### src/design/uhte_pkg.sv
// uhte_pkg: shared types, codes and constants of the usb host transfer engine
// used by uhte_ctrl, uhte_dp and usb_host_transfer_engine_top
package uhte_pkg;

    localparam int TABLE_ENTRIES = 16;
    localparam int PACKET_CAP    = 64;
    localparam int SLOT_W        = $clog2(TABLE_ENTRIES);

    localparam logic [3:0] PID_OUT   = 4'h1;
    localparam logic [3:0] PID_IN    = 4'h9;
    localparam logic [3:0] PID_SETUP = 4'hD;
    localparam logic [3:0] PID_NAK   = 4'hA;
    localparam logic [3:0] PID_STALL = 4'hE;
    localparam logic [6:0] SETUP_LEN = 7'd8;

    typedef enum logic [2:0] {
        CMD_OPEN   = 3'd0,
        CMD_CLOSE  = 3'd1,
        CMD_START  = 3'd2,
        CMD_SETUP  = 3'd3,
        CMD_CLEAR  = 3'd4,
        CMD_RESULT = 3'd5,
        CMD_RETRY  = 3'd6,
        CMD_DETACH = 3'd7
    } cmd_t;

    typedef enum logic [2:0] {
        KIND_NONE   = 3'd0,
        KIND_TOKEN  = 3'd1,
        KIND_DONE   = 3'd2,
        KIND_NAK    = 3'd3,
        KIND_REJECT = 3'd4
    } kind_t;

    typedef enum logic [1:0] {
        ST_OK    = 2'd0,
        ST_FAIL  = 2'd1,
        ST_STALL = 2'd2
    } status_t;

    typedef enum logic [2:0] {
        S_IDLE,
        S_SCAN,
        S_SCAN2,
        S_EXEC,
        S_OUT
    } state_t;

    // one table entry
    typedef struct packed {
        logic       valid;
        logic [6:0] dev;
        logic [7:0] ep;
        logic [6:0] mps;
        logic       tog;
    } entry_t;

    // controller to datapath
    typedef struct packed {
        logic              scan_clr;   // clear lookup results, set search keys
        logic              scan_step;  // compare entry at scan index
        logic [SLOT_W-1:0] scan_idx;
        logic              exec;       // perform the command
    } dp_cmd_t;

endpackage

### src/design/uhte_ctrl.sv
// uhte_ctrl: sequencer for lookup scan, execution and result hand-off
// depends on uhte_pkg
module uhte_ctrl
(
    input  logic             clk,
    input  logic             rst_n,
    input  logic             in_valid,
    output logic             in_stall,
    input  logic             out_take,
    output logic             out_valid,
    output uhte_pkg::dp_cmd_t dp_cmd
);
    import uhte_pkg::*;

    state_t            state_reg, state_next;
    logic [SLOT_W-1:0] idx_reg, idx_next;

    // state and scan counter
    always_ff @(posedge clk or negedge rst_n)
    begin
        if (!rst_n)
        begin
            state_reg <= S_IDLE;
            idx_reg   <= '0;
        end
        else
        begin
            state_reg <= state_next;
            idx_reg   <= idx_next;
        end
    end

    // next state and commands
    always_comb
    begin
        state_next       = state_reg;
        idx_next         = idx_reg;
        dp_cmd.scan_clr  = 1'b0;
        dp_cmd.scan_step = 1'b0;
        dp_cmd.scan_idx  = idx_reg;
        dp_cmd.exec      = 1'b0;
        in_stall         = 1'b1;
        out_valid        = 1'b0;
        case (state_reg)
            S_IDLE:
            begin
                in_stall = 1'b0;
                if (in_valid)
                begin
                    dp_cmd.scan_clr = 1'b1;
                    idx_next        = '0;
                    state_next      = S_SCAN;
                end
            end
            S_SCAN:
            begin
                dp_cmd.scan_step = 1'b1;
                idx_next         = idx_reg + 1'b1;
                if (idx_reg == SLOT_W'(TABLE_ENTRIES - 1))
                    state_next = S_SCAN2;
            end
            S_SCAN2:
            begin
                state_next = S_EXEC;
            end
            S_EXEC:
            begin
                dp_cmd.exec = 1'b1;
                state_next  = S_OUT;
            end
            S_OUT:
            begin
                out_valid = 1'b1;
                if (out_take)
                    state_next = S_IDLE;
            end
            default:
            begin
                state_next = S_IDLE;
            end
        endcase
    end

    a_exec_after_scan: assert property (@(posedge clk) disable iff (!rst_n)
        dp_cmd.exec |-> $past(state_reg == S_SCAN2)) else $error("exec without scan");
    a_out_after_exec: assert property (@(posedge clk) disable iff (!rst_n)
        $rose(out_valid) |-> $past(dp_cmd.exec)) else $error("result without exec");
    a_no_accept_busy: assert property (@(posedge clk) disable iff (!rst_n)
        out_valid |-> in_stall) else $error("accept during result");

endmodule

### src/design/uhte_dp.sv
// uhte_dp: endpoint table, transfer state and result registers
// depends on uhte_pkg
module uhte_dp
(
    input  logic              clk,
    input  logic              rst_n,
    input  uhte_pkg::dp_cmd_t dp_cmd,
    input  logic [2:0]        command,
    input  logic [6:0]        device,
    input  logic [7:0]        ep_addr,
    input  logic [9:0]        max_packet,
    input  logic [15:0]       length,
    input  logic              tog_ok,
    input  logic [3:0]        reply_pid,
    input  logic [6:0]        rx_len,
    output logic [2:0]        kind,
    output logic [3:0]        token_pid,
    output logic [3:0]        endpoint_number,
    output logic              toggle,
    output logic [6:0]        packet_len,
    output logic [1:0]        status,
    output logic [15:0]       byte_count,
    output logic [6:0]        target_dev
);
    import uhte_pkg::*;

    entry_t tbl_reg [TABLE_ENTRIES];

    // latched command beat
    logic [2:0]  cmd_reg;
    logic [6:0]  dev_reg;
    logic [7:0]  ep_reg;
    logic [6:0]  mps_reg;
    logic [15:0] len_reg;
    logic        tok_reg;
    logic [3:0]  rpid_reg;
    logic [6:0]  rx_reg;

    // scan results: hit for key ep, hit for ep 0x80 of dev, first two free slots
    logic              hit_a_reg, hit_b_reg, fr1_reg, fr2_reg;
    logic [SLOT_W-1:0] sa_reg, sb_reg, f1_reg, f2_reg;

    logic              busy_reg, nak_reg;
    logic [SLOT_W-1:0] slot_reg;
    logic [3:0]        tokn_reg;
    logic [15:0]       rem_reg, moved_reg;
    logic [6:0]        last_reg;

    logic [2:0]  kind_reg;
    logic [3:0]  opid_reg, onum_reg;
    logic        otog_reg;
    logic [6:0]  oplen_reg, odev_reg;
    logic [1:0]  ost_reg;
    logic [15:0] ocnt_reg;

    logic [7:0] key_a;
    entry_t     se;
    logic       match_a, match_b;

    // lookup key: setup and ep0 open search 0x00
    always_comb
    begin
        key_a = ep_reg;
        if (cmd_reg == CMD_SETUP || (cmd_reg == CMD_OPEN && ep_reg[3:0] == 4'd0))
            key_a = 8'h00;
        se      = tbl_reg[dp_cmd.scan_idx];
        match_a = se.valid && se.dev == dev_reg && se.ep == key_a;
        match_b = se.valid && se.dev == dev_reg && se.ep == 8'h80;
    end

    // command beat capture and scan
    always_ff @(posedge clk)
    begin
        if (dp_cmd.scan_clr)
        begin
            cmd_reg   <= command;
            dev_reg   <= device;
            ep_reg    <= ep_addr;
            mps_reg   <= (max_packet > 10'(PACKET_CAP)) ? 7'(PACKET_CAP) : max_packet[6:0];
            len_reg   <= length;
            tok_reg   <= tog_ok;
            rpid_reg  <= reply_pid;
            rx_reg    <= (rx_len > 7'(PACKET_CAP)) ? 7'(PACKET_CAP) : rx_len;
            hit_a_reg <= 1'b0;
            hit_b_reg <= 1'b0;
            fr1_reg   <= 1'b0;
            fr2_reg   <= 1'b0;
            sa_reg    <= '0;
            sb_reg    <= '0;
            f1_reg    <= '0;
            f2_reg    <= '0;
        end
        else if (dp_cmd.scan_step)
        begin
            if (match_a && !hit_a_reg)
            begin
                hit_a_reg <= 1'b1;
                sa_reg    <= dp_cmd.scan_idx;
            end
            if (match_b && !hit_b_reg)
            begin
                hit_b_reg <= 1'b1;
                sb_reg    <= dp_cmd.scan_idx;
            end
            if (!se.valid)
            begin
                if (!fr1_reg)
                begin
                    fr1_reg <= 1'b1;
                    f1_reg  <= dp_cmd.scan_idx;
                end
                else if (!fr2_reg)
                begin
                    fr2_reg <= 1'b1;
                    f2_reg  <= dp_cmd.scan_idx;
                end
            end
        end
    end

    // execution
    entry_t tn [TABLE_ENTRIES];
    entry_t ce;
    logic              busy_n, nak_n;
    logic [SLOT_W-1:0] slot_n;
    logic [3:0]        tokn_n;
    logic [15:0]       rem_n, moved_n;
    logic [6:0]        last_n, plen;
    logic [2:0]        k_n;
    logic [3:0]        pid_n, num_n;
    logic              tg_n;
    logic [6:0]        pl_n, dv_n;
    logic [1:0]        st_n;
    logic [15:0]       cnt_n;
    logic [16:0]       sum;
    logic              do_issue, do_finish;
    logic [1:0]        fin_st;
    logic [15:0]       fin_cnt;

    always_comb
    begin
        for (int i = 0; i < TABLE_ENTRIES; i++)
            tn[i] = tbl_reg[i];
        busy_n    = busy_reg;
        nak_n     = nak_reg;
        slot_n    = slot_reg;
        tokn_n    = tokn_reg;
        rem_n     = rem_reg;
        moved_n   = moved_reg;
        last_n    = last_reg;
        k_n       = KIND_NONE;
        pid_n     = '0;
        num_n     = '0;
        tg_n      = 1'b0;
        pl_n      = '0;
        dv_n      = '0;
        st_n      = '0;
        cnt_n     = '0;
        do_issue  = 1'b0;
        do_finish = 1'b0;
        fin_st    = ST_OK;
        fin_cnt   = '0;
        sum       = '0;
        plen      = '0;
        ce        = tbl_reg[slot_reg];
        case (cmd_reg)
            CMD_OPEN:
            begin
                if (ep_reg[3:0] == 4'd0)
                begin
                    if (!hit_a_reg && !hit_b_reg)
                    begin
                        if (fr1_reg)
                            tn[f1_reg] = '{1'b1, dev_reg, 8'h00, mps_reg, 1'b0};
                        if (fr2_reg)
                            tn[f2_reg] = '{1'b1, dev_reg, 8'h80, mps_reg, 1'b0};
                        if (!fr2_reg)
                            k_n = KIND_REJECT;
                    end
                    else if (!hit_a_reg || !hit_b_reg)
                    begin
                        if (fr1_reg)
                            tn[f1_reg] = '{1'b1, dev_reg, hit_a_reg ? 8'h80 : 8'h00,
                                           mps_reg, 1'b0};
                        else
                            k_n = KIND_REJECT;
                    end
                end
                else if (!hit_a_reg)
                begin
                    if (fr1_reg)
                        tn[f1_reg] = '{1'b1, dev_reg, ep_reg, mps_reg, 1'b0};
                    else
                        k_n = KIND_REJECT;
                end
            end
            CMD_CLOSE:
            begin
                for (int i = 0; i < TABLE_ENTRIES; i++)
                    if (tbl_reg[i].dev == dev_reg)
                        tn[i].valid = 1'b0;
            end
            CMD_START:
            begin
                if (busy_reg || !hit_a_reg)
                    k_n = KIND_REJECT;
                else
                begin
                    nak_n   = 1'b0;
                    slot_n  = sa_reg;
                    ce      = tbl_reg[sa_reg];
                    rem_n   = len_reg;
                    moved_n = '0;
                    if (ep_reg[7])
                    begin
                        tokn_n = PID_IN;
                        last_n = '0;
                    end
                    else
                    begin
                        tokn_n = PID_OUT;
                        last_n = (len_reg < 16'(ce.mps)) ? len_reg[6:0] : ce.mps;
                    end
                    do_issue = 1'b1;
                end
            end
            CMD_SETUP:
            begin
                if (busy_reg || !hit_a_reg || !hit_b_reg)
                    k_n = KIND_REJECT;
                else
                begin
                    nak_n          = 1'b0;
                    tn[sa_reg].tog = 1'b0;
                    tn[sb_reg].tog = 1'b1;
                    slot_n         = sa_reg;
                    ce             = tn[sa_reg];
                    tokn_n         = PID_SETUP;
                    rem_n          = 16'(SETUP_LEN);
                    moved_n        = '0;
                    last_n         = SETUP_LEN;
                    do_issue       = 1'b1;
                end
            end
            CMD_CLEAR:
            begin
                if (hit_a_reg)
                    tn[sa_reg].tog = 1'b0;
            end
            CMD_RESULT:
            begin
                if (busy_reg)
                begin
                    if (!ce.valid)
                        busy_n = 1'b0;
                    else if (tok_reg)
                    begin
                        tn[slot_reg].tog = ~ce.tog;
                        ce.tog           = ~ce.tog;
                        if (tokn_reg == PID_SETUP || tokn_reg == PID_OUT)
                        begin
                            rem_n   = (rem_reg >= 16'(last_reg)) ?
                                      rem_reg - 16'(last_reg) : 16'd0;
                            moved_n = moved_reg + 16'(last_reg);
                            if (rem_n == 16'd0)
                            begin
                                do_finish = 1'b1;
                                fin_cnt   = moved_n;
                            end
                            else
                            begin
                                tokn_n   = PID_OUT;
                                last_n   = (rem_n < 16'(ce.mps)) ? rem_n[6:0] : ce.mps;
                                do_issue = 1'b1;
                            end
                        end
                        else if (tokn_reg == PID_IN)
                        begin
                            sum     = 17'(moved_reg) + 17'(rx_reg);
                            moved_n = sum[16] ? 16'hFFFF : sum[15:0];
                            if (rx_reg < ce.mps || moved_n == rem_reg)
                            begin
                                do_finish = 1'b1;
                                fin_cnt   = moved_n;
                            end
                            else
                                do_issue = 1'b1;
                        end
                        else
                        begin
                            do_finish = 1'b1;
                            fin_st    = ST_FAIL;
                        end
                    end
                    else if (rpid_reg == PID_STALL)
                    begin
                        tn[slot_reg].tog = 1'b0;
                        do_finish        = 1'b1;
                        fin_st           = ST_STALL;
                    end
                    else if (rpid_reg == PID_NAK)
                    begin
                        busy_n = 1'b0;
                        nak_n  = 1'b1;
                        k_n    = KIND_NAK;
                        pid_n  = tokn_reg;
                        num_n  = ce.ep[3:0];
                        dv_n   = ce.dev;
                    end
                    else
                    begin
                        do_finish = 1'b1;
                        fin_st    = ST_FAIL;
                    end
                end
            end
            CMD_RETRY:
            begin
                if (nak_reg)
                begin
                    nak_n = 1'b0;
                    if (ce.valid)
                        do_issue = 1'b1;
                end
            end
            default:
            begin
                busy_n = 1'b0;
                nak_n  = 1'b0;
            end
        endcase
        // token issue and transfer end
        if (do_issue)
        begin
            busy_n = 1'b1;
            k_n    = KIND_TOKEN;
            pid_n  = tokn_n;
            num_n  = ce.ep[3:0];
            tg_n   = (tokn_n == PID_SETUP) ? 1'b0 : ce.tog;
            plen   = (tokn_n == PID_IN) ? 7'd0 : last_n;
            pl_n   = plen;
            dv_n   = ce.dev;
        end
        if (do_finish)
        begin
            busy_n = 1'b0;
            k_n    = KIND_DONE;
            pid_n  = tokn_n;
            num_n  = ce.ep[3:0];
            st_n   = fin_st;
            cnt_n  = fin_cnt;
            dv_n   = ce.dev;
        end
    end

    // table registers
    always_ff @(posedge clk or negedge rst_n)
    begin
        if (!rst_n)
        begin
            for (int i = 0; i < TABLE_ENTRIES; i++)
                tbl_reg[i] <= '0;
            busy_reg  <= 1'b0;
            nak_reg   <= 1'b0;
            slot_reg  <= '0;
            tokn_reg  <= '0;
            rem_reg   <= '0;
            moved_reg <= '0;
            last_reg  <= '0;
        end
        else if (dp_cmd.exec)
        begin
            for (int i = 0; i < TABLE_ENTRIES; i++)
                tbl_reg[i] <= tn[i];
            busy_reg  <= busy_n;
            nak_reg   <= nak_n;
            slot_reg  <= slot_n;
            tokn_reg  <= tokn_n;
            rem_reg   <= rem_n;
            moved_reg <= moved_n;
            last_reg  <= last_n;
        end
    end

    // result beat registers
    always_ff @(posedge clk)
    begin
        if (dp_cmd.exec)
        begin
            kind_reg  <= k_n;
            opid_reg  <= pid_n;
            onum_reg  <= num_n;
            otog_reg  <= tg_n;
            oplen_reg <= pl_n;
            ost_reg   <= st_n;
            ocnt_reg  <= cnt_n;
            odev_reg  <= dv_n;
        end
    end

    assign kind            = kind_reg;
    assign token_pid       = opid_reg;
    assign endpoint_number = onum_reg;
    assign toggle          = otog_reg;
    assign packet_len      = oplen_reg;
    assign status          = ost_reg;
    assign byte_count      = ocnt_reg;
    assign target_dev      = odev_reg;

    a_busy_nak: assert property (@(posedge clk) disable iff (!rst_n)
        !(busy_reg && nak_reg)) else $error("busy and nak wait together");
    a_token_busy: assert property (@(posedge clk) disable iff (!rst_n)
        dp_cmd.exec && k_n == KIND_TOKEN |=> busy_reg) else $error("token without busy");
    a_len_cap: assert property (@(posedge clk) disable iff (!rst_n)
        last_reg <= 7'(PACKET_CAP)) else $error("packet over cap");

endmodule

### src/design/usb_host_transfer_engine_top.sv
// usb_host_transfer_engine_top: usb host transfer engine top level
// depends on uhte_pkg, uhte_ctrl, uhte_dp
//
//   channel   direction  handshake          payload
//   command   in         in_valid/in_stall  command .. rx_len
//   result    out        out_valid/out_stall kind .. target_dev
//
// a command beat is accepted, then the sequencer walks all 16 entries of
// the endpoint table, passes a settle and an execute state, and the result
// beat is held until taken; a stalled result holds the next command off
// reset clears the endpoint table valid bits and all transfer state
module usb_host_transfer_engine_top
(
    input  logic        clk,
    input  logic        rst_n,
    input  logic        in_valid,
    output logic        in_stall,
    input  logic [2:0]  command,
    input  logic [6:0]  device,
    input  logic [7:0]  ep_addr,
    input  logic [9:0]  max_packet,
    input  logic [15:0] length,
    input  logic        tog_ok,
    input  logic [3:0]  reply_pid,
    input  logic [6:0]  rx_len,
    output logic        out_valid,
    input  logic        out_stall,
    output logic [2:0]  kind,
    output logic [3:0]  token_pid,
    output logic [3:0]  endpoint_number,
    output logic        toggle,
    output logic [6:0]  packet_len,
    output logic [1:0]  status,
    output logic [15:0] byte_count,
    output logic [6:0]  target_dev
);
    import uhte_pkg::*;

    dp_cmd_t dp_cmd;

    // sequencer
    uhte_ctrl u_ctrl
    (
        .clk       (clk),
        .rst_n     (rst_n),
        .in_valid  (in_valid),
        .in_stall  (in_stall),
        .out_take  (!out_stall),
        .out_valid (out_valid),
        .dp_cmd    (dp_cmd)
    );

    // table and transfer datapath
    uhte_dp u_dp
    (
        .clk             (clk),
        .rst_n           (rst_n),
        .dp_cmd          (dp_cmd),
        .command         (command),
        .device          (device),
        .ep_addr         (ep_addr),
        .max_packet      (max_packet),
        .length          (length),
        .tog_ok          (tog_ok),
        .reply_pid       (reply_pid),
        .rx_len          (rx_len),
        .kind            (kind),
        .token_pid       (token_pid),
        .endpoint_number (endpoint_number),
        .toggle          (toggle),
        .packet_len      (packet_len),
        .status          (status),
        .byte_count      (byte_count),
        .target_dev      (target_dev)
    );

endmodule
### config.mk
export PLATFORM = sky130hd
export DESIGN_NAME = usb_host_transfer_engine_top
export DESIGN_NICKNAME = d
export VERILOG_FILES = /design/src/design/uhte_pkg.sv /design/src/design/uhte_ctrl.sv /design/src/design/uhte_dp.sv /design/src/design/usb_host_transfer_engine_top.sv
export SDC_FILE = /design/constraint.sdc
export NUM_CORES = 2
export LEC_CHECK = 0
export BUFFER_PORTS_ARGS = -buffer_cell sky130_fd_sc_hd__clkbuf_2
export CORE_MARGIN = 2
export CORE_UTILIZATION = 60
export CTS_BUF_LIST = sky130_fd_sc_hd__clkbuf_16
export CTS_CLUSTER_SIZE = 40
export DETAILED_ROUTE_END_ITERATION = 8
export PLACE_DENSITY_LB_ADDON = 0.25
export SLEW_MARGIN = 10
export SYNTH_ARGS = -nofsm -noshare
export SYNTH_HDL_FRONTEND = slang
export SYNTH_SLANG_ARGS = --single-unit
### constraint.sdc
create_clock -name clk -period 9 [get_ports clk]
set_clock_uncertainty 0.2 [all_clocks]
set_input_delay 1.8 -clock clk [delete_from_list [all_inputs] [get_ports clk]]
set_output_delay 1.8 -clock clk [all_outputs]
set_load 0.02 [all_outputs]
## After elaboration in Yosys (flattened, before gate mapping)

Index checks and enable logic that the tools add are counted.

| storage, ports and cells | value |
|---|---|
| output and inout bits | 46 |
| bits of input ports | 60 |
| logic and storage cells | 527 |
| flip-flop bits (word level) | 557 |

| operators by class | value |
|---|---|
| multiplexer cells | 240 |
| reductions and logical operators | 66 |
| equality and inequality tests | 74 |
| bitwise gates (word level) | 12 |
| magnitude comparators | 17 |
| add/sub/neg operators | 4 |

Operators by type and width:

| cell | number |
|---|---|
| two-way mux 384 bit | 17 |
| bitwise mux 384 bit | 8 |
| one-hot mux 23 bit (4 select lines) | 16 |
| demux 24 bit (select 4 bit) | 5 |
| binary-select mux 24 bit (select 4 bit) | 4 |
| two-way mux 16 bit | 19 |
| AND reduction 12 bit | 16 |
| two-way mux 24 bit | 6 |
| two-way mux 23 bit | 6 |
| two-way mux 7 bit | 18 |
| equality test 7 bit | 17 |
| two-way mux 4 bit | 27 |
| one-hot mux 16 bit (3 select lines) | 2 |
| one-hot mux 1 bit (5 select lines) | 16 |
| two-way mux 1 bit | 63 |
| != test 2 x 1 -> 1 bit (second input constant) | 23 |
| two-way mux 3 bit | 15 |
| one-hot mux 22 bit (2 select lines) | 1 |
| less-than comparator 16 x 7 -> 1 bit | 2 |
| >= comparator 5 bit (second input constant) | 6 |
| inverter 4 -> 5 bit | 6 |
| equality test 4 bit (second input constant) | 7 |
| less-than comparator 5 x 1 -> 1 bit (second input constant) | 5 |
| one-hot mux 7 bit (3 select lines) | 1 |
| other kinds (50) | 107 |

## Depth between registers and ports, before layout

| depth | value |
|---|---|
| depth in word-level cells | 15 |
| gate-level depth with buffers | 19 |
| gate-level depth less buffers | 18 |

## By module

From an unflattened synthesis, not the netlist that was laid out.

| unflattened totals | value |
|---|---|
| cell total of the unflattened synthesis | 3027 |
| area total of the unflattened synthesis | 34463.1 um^2 |

Modules (own cells, without submodules):

| module | cells an instance | sequential area each (um^2) | times used | area an instance (um^2) |
|---|---|---|---|---|
| uhte_dp | 2988 | 14148.6 | 1 | 34075.2 |
| uhte_ctrl | 38 | 175.2 | 1 | 384.1 |
| usb_host_transfer_engine_top | 1 | 0.0 | 1 | 3.8 |

## Worst setup path before layout

No wires, ideal clock.

| path | value |
|---|---|
| kind | reg-to-reg |
| start | register u_dp.sa_reg[0] |
| end | register u_dp.oplen_reg[3] (netlist: u_dp.packet_len[3]) (data pin) |
| library setup time | 0.257 ns |
| data arrival time | 4.022 ns |
| period minus slack after synthesis | 4.478 ns |
| cell stages (with the launch flop) | 15 |
| path buffers | 4 |
| data required time | 8.543 ns |
| setup slack | 4.522 ns |
| cells stage by stage | dfxtp_1 -> buf_2 -> buf_2 -> buf_2 -> buf_1 -> mux4_2 -> mux4_2 -> inv_1 -> ha_1 -> and4b_1 -> a21oi_2 -> mux2i_1 -> o211ai_1 -> a211o_1 -> and4bb_1 |

| on the way | value |
|---|---|
| cells in the longest elaborated chain, start to end | 9 |

Ends and longest elaborated chain:

| element | line | source |
|---|---|---|
| start, declared | uhte_dp.sv:41 | `logic [SLOT_W-1:0] sa_reg, sb_reg, f1_reg, f2_reg;` |
| start signal, assigned | uhte_dp.sv:98 | `sa_reg <= dp_cmd.scan_idx;` |
| inverter 4 -> 5 bit (not written as such) * | uhte_dp.sv:211 | `ce = tbl_reg[sa_reg];` |
| binary-select mux 24 bit (select 4 bit) * | uhte_dp.sv:211 |  |
| two-way mux 23 bit (not written as such) * (2 in series) | uhte_dp.sv:211 |  |
| less-than comparator 16 x 7 -> 1 bit | uhte_dp.sv:222 | `last_n = (len_reg < 16'(ce.mps)) ? len_reg[6:0] : ce.mps;` |
| two-way mux 7 bit * | uhte_dp.sv:222 |  |
| two-way mux 7 bit * | uhte_dp.sv:214 | `if (ep_reg[7])` |
| two-way mux 7 bit * | uhte_dp.sv:205 | `if (busy_reg \|\| !hit_a_reg)` |
| one-hot mux 7 bit (3 select lines) * | uhte_dp.sv:166 | `case (cmd_reg)` |
| end signal, assigned | uhte_dp.sv:394 | `oplen_reg <= pl_n;` |
| end, declared | uhte_dp.sv:52 | `logic [6:0] oplen_reg, odev_reg;` |

Mark *: on every way between the ends. The rest lies on a longest branch, timed or not. The select of a mux whose other input is x is not followed.
A chain may end at the register's enable or synchronous reset.

## Worst setup path in the final report

| path | value |
|---|---|
| start | register u_dp.slot_reg[1] |
| end | register u_dp.tbl_reg[270] (netlist name) |

| on the way | value |
|---|---|
| cells in the longest elaborated chain, start to end | 8 |
| elaborated cells between the ends (all ways) | 14 |
| classes of those cells | eq/ne (1); mux (11); bitwise (1); reduce/logical (1) |

Ends and longest elaborated chain:

| element | line | source |
|---|---|---|
| start, declared | uhte_dp.sv:44 | `logic [SLOT_W-1:0] slot_reg;` |
| start signal, assigned | uhte_dp.sv:377 | `slot_reg <= slot_n;` |
| inverter 4 -> 5 bit * | uhte_dp.sv:165, uhte_dp.sv:258, uhte_dp.sv:297 |  |
| branches (longest 7 deep; another with binary-select mux 24 bit (select 4 bit)) | - |  |
| end signal, assigned by index | uhte_dp.sv:374 | `tbl_reg[i] <= tn[i];` |
| end, declared | uhte_dp.sv:27 | `entry_t tbl_reg [TABLE_ENTRIES];` |

Mark *: on every way between the ends. The select of a mux whose other input is x is not followed.

==> impl_metrics.py <==
metrics = {
    "status": {
        "status": "finished, final reports clean",
    },
    "worst_setup_path": {
        "crit_path_end_kind": "register",
        "worst-endpoint-required_ns": 9.33,
        "critPathKind": "register to register",
        "critical_path_arrival_ns": 6.03,
        "largest_fanout_of_any_net_on_the_critical_path": 67,
        "cp-start-kind": "register",
    },
    "synthesis": {
        "post_synth_instance_area_um2": 35300,
        "yosysTopAreaCellShare": 0.312,
        "synth-main-ff-cell": "dfrtp_1",
        "ys_top_cells_by_count": "440 x dfrtp_1, 294 x nand2_1, 274 x mux4_2",
        "synth.area.top_cells": "dfrtp_1 31%, mux4_2 18%, edfxtp_1 8.3%, mux2_2 7.1%, o21ai_0 3.9%",
        "yosys.cell_count.top_type": "dfrtp_1",
        "yosys_warnings": 0,
        "synth-edff-count": 97,
        "ys_async_sr_fraction": 0.790,
        "synth-seq-area-share": 0.406,
        "synth_area_per_cell_um2": 11.3,
        "instance_count_of_the_mapped_netlist": 3116,
        "yosys_register_bits": 557,
        "yosys.cell_types.count": 108,
        "postSynthNetCount": 3219,
        "post-synth-top-area-cell": "dfrtp_1",
    },
    "grt": {
        "overflow": 0,
        "grt_util_all_layers": 0.377,
        "grt_pass1_vias": 28000,
        "largest_net_degree_at_the_start_of_global_routing": 187,
        "antenna_found_initial": 3,
        "grt_pass1_wl_um": 172000,
    },
    "power": {
        "vdd_drop_max_uv": 267,
        "p_per_area_nw_per_um2": 210,
        "power.leakage_nw": 15.4,
        "combPwrFrac": 0.287,
        "internal_power_mw": 5.20,
        "power.sequential.fraction": 0.379,
        "netSwitchingFraction": 0.351,
        "totalPowerFinal_mw": 8.02,
        "power.net_switching_mw": 2.82,
        "relative_contribution_of_the_clock_network_to_total_power": 0.334,
    },
    "place": {
        "dpl.hpwl_um": 76700,
        "dp_slack_ns": 3.34,
        "io_buffers": 105,
        "gpl.final_weighted_congestion": 0.953,
        "detailed_place.area_um2": 36000,
    },
    "die": {
        "design.portCount": 106,
        "initial_core_util": 0.609,
        "design.die.area_um2": 60700,
        "die_w_um": 246,
        "dieHeight_um": 246,
        "placement_rows": 88,
        "fp.coreArea_um2": 57900,
    },
    "sta": {
        "setup_viol": 0,
        "clock.fmax_mhz": 175,
        "layout_min_cycle_time_ns": 5.70,
        "finalHoldWorstSlack_ns": 0.282,
        "timing_max_transition_violations_final": 0,
        "final_hold_viol_count": 0,
        "post-route-period-util": 0.633,
        "grt_setup_unrepaired": "no",
        "max_slew_headroom": 0.147,
        "totalNegativeSetupSlack_ns": 0,
        "final.setup.worst_slack_ns": 3.30,
        "worstMarginPinSlew_ns": 1.28,
    },
    "finish": {
        "multi_input_comb_area_um2": 19500,
        "nFillCells": 4397,
        "final_area_um2": 38200,
        "syn2layout_area_growth_pct": 8.24,
        "layout-drive-gt1-share": 0.262,
        "register_area_um2": 14400,
        "antenna_cells": 0,
        "nNetsFinal": 3177,
    },
    "hold_path": {
        "hold_path_class": "register to register",
    },
    "clocking": {
        "clkSlewWorstSetupHoldPaths_ns": 0.06,
        "clock_sinks": 557,
        "clockBufferDepth": 3,
        "number_of_buffers_inserted_during_clock_tree_synthesis": 61,
        "postCtsSetupRepairBufs": 0,
        "clockRootBuffer": "clkbuf_16",
        "cts_tree": "built",
        "worst_skew_pair.late_latency_ns": 0.65,
        "post_cts_resize_count": 0,
        "hold_buffer_count_at_cts": 0,
        "h_tree_levels": 2,
    },
    "flow_run": {
        "max_cap_viol_count": 0,
    },
    "routing": {
        "vias": 28300,
        "drt_pass1_iterations": 6,
        "met1Wirelength_um": 42000,
        "met3RoutedLength_um": 12100,
        "vias_per_cell": 7.28,
        "route.top_layer_used": "met5",
        "wire_per_inst_um": 29.1,
        "routed_wirelength_um": 113000,
        "drt.antenna.violating_nets": 0,
        "met2_wirelength_um": 51500,
        "drc_violation_total_after_the_first_tritonroute_iteration": 3855,
        "post-route-drc-count": 0,
    },
}
[worst max-delay path, stage by stage, from the launching register on]
cell and delay [ns]:
dfrtp_4 1.02, buf_4 0.68, mux4_2 0.35, mux4_2 0.31, a31oi_1 0.15, a2111oi_2 0.42, and3_2 0.26, buf_4 0.55
nand2_1 0.96, mux2_1 0.63
[routing by layer]
| metal | global-route usage | up-vias |
|---|---|---|
| met2 | 0.573 | 1972 |
| li1 | - | 11700 |
| met1 | 0.505 | 14200 |
| met5 | 0 | - |
| met4 | 0.226 | 4 |
| met3 | 0.0754 | 402 |
[cell usage in the layout (no fill, tap or decap), types with 15 or more instances in the layout]
master     instances
a211oi_1          24
a21oi_1           88
a22o_1            42
a22oi_1           16
a31o_2            16
a31oi_1           32
and2_1            19
and3_1            15
buf_4             45
clkbuf_16         64
clkbuf_2         104
dfrtp_1          435
dfxtp_1           16
edfxtp_1          97
ha_1              40
inv_1             87
mux2_2           223
mux2i_1           52
mux4_2           274
nand2_1          293
nand2b_1          22
nand3_1           40
nand4_1           29
nor2_1           178
nor2b_1           32
nor3_1            50
o211ai_1          21
o21ai_0          273
o22ai_1           49
o41ai_1           21
xnor2_1           95
xor2_1            58
[final cells by class]
| type | instances | area share |
|---|---|---|
| multi-input combinational | 2223 | 0.511 |
| inverter | 79 | 0.00777 |
| timing repair buffer | 152 | 0.0239 |
| clock buffer | 64 | 0.0420 |
| sequential | 557 | 0.376 |
| clock inverter | 52 | 0.0139 |
| tap | 765 | 0.0251 |
[path summary, 6_finish.rpt]
check / start / endpoint / slack, ns / cells after the start
worst max-delay path: u_dp.slot_reg[1] / u_dp.tbl_reg[270] / 3.30 / 9
worst min-delay path: register / register / 0.28 / 2
worst max register to register: u_dp.slot_reg[1] / u_dp.tbl_reg[270] / 3.30 / 9
worst min register to register: register / register / 0.28 / 2
max in group asynchronous: rst_n / u_dp.tbl_reg[283] / 6.06 / 2
min in group asynchronous: rst_n / u_dp.moved_reg[8] / 0.89 / 1
[power groups by stage]
stage          Combinational (mW)  Sequential [mW]  Clock, mW
2_1_floorplan                1.76             2.87          0
6_report                     2.30             3.04       2.68
3_5_place_dp                 2.23             3.08          0
4_1_cts                      2.25             3.03       2.69
3_3_place_gp                 2.17             3.06          0
5_1_grt                      2.49             3.06       2.80
[per-stage QoR]
step	utilization	cells
final	0.659	3892
after global routing	0.659	3892
after CTS	0.659	3892
after detailed placement	0.622	3776
after global placement	0.622	3776
after floorplan	-	3116
[kinds of logic (layout without fill, tap and decap cells)]
logic type	count (synthesis)	after routing	synth area share
AND/OR/NAND/NOR	752	752	0.101
AO/OA/AOI/OAI	714	714	0.132
multiplexers	559	559	0.264
flip-flops	557	557	0.406
buffers and inverters	336	347	0.0409
XOR/XNOR	155	155	0.0391
adder cells (fa/ha/maj)	43	43	0.0159
No activity file was read; power rests on OpenSTA's default activity.
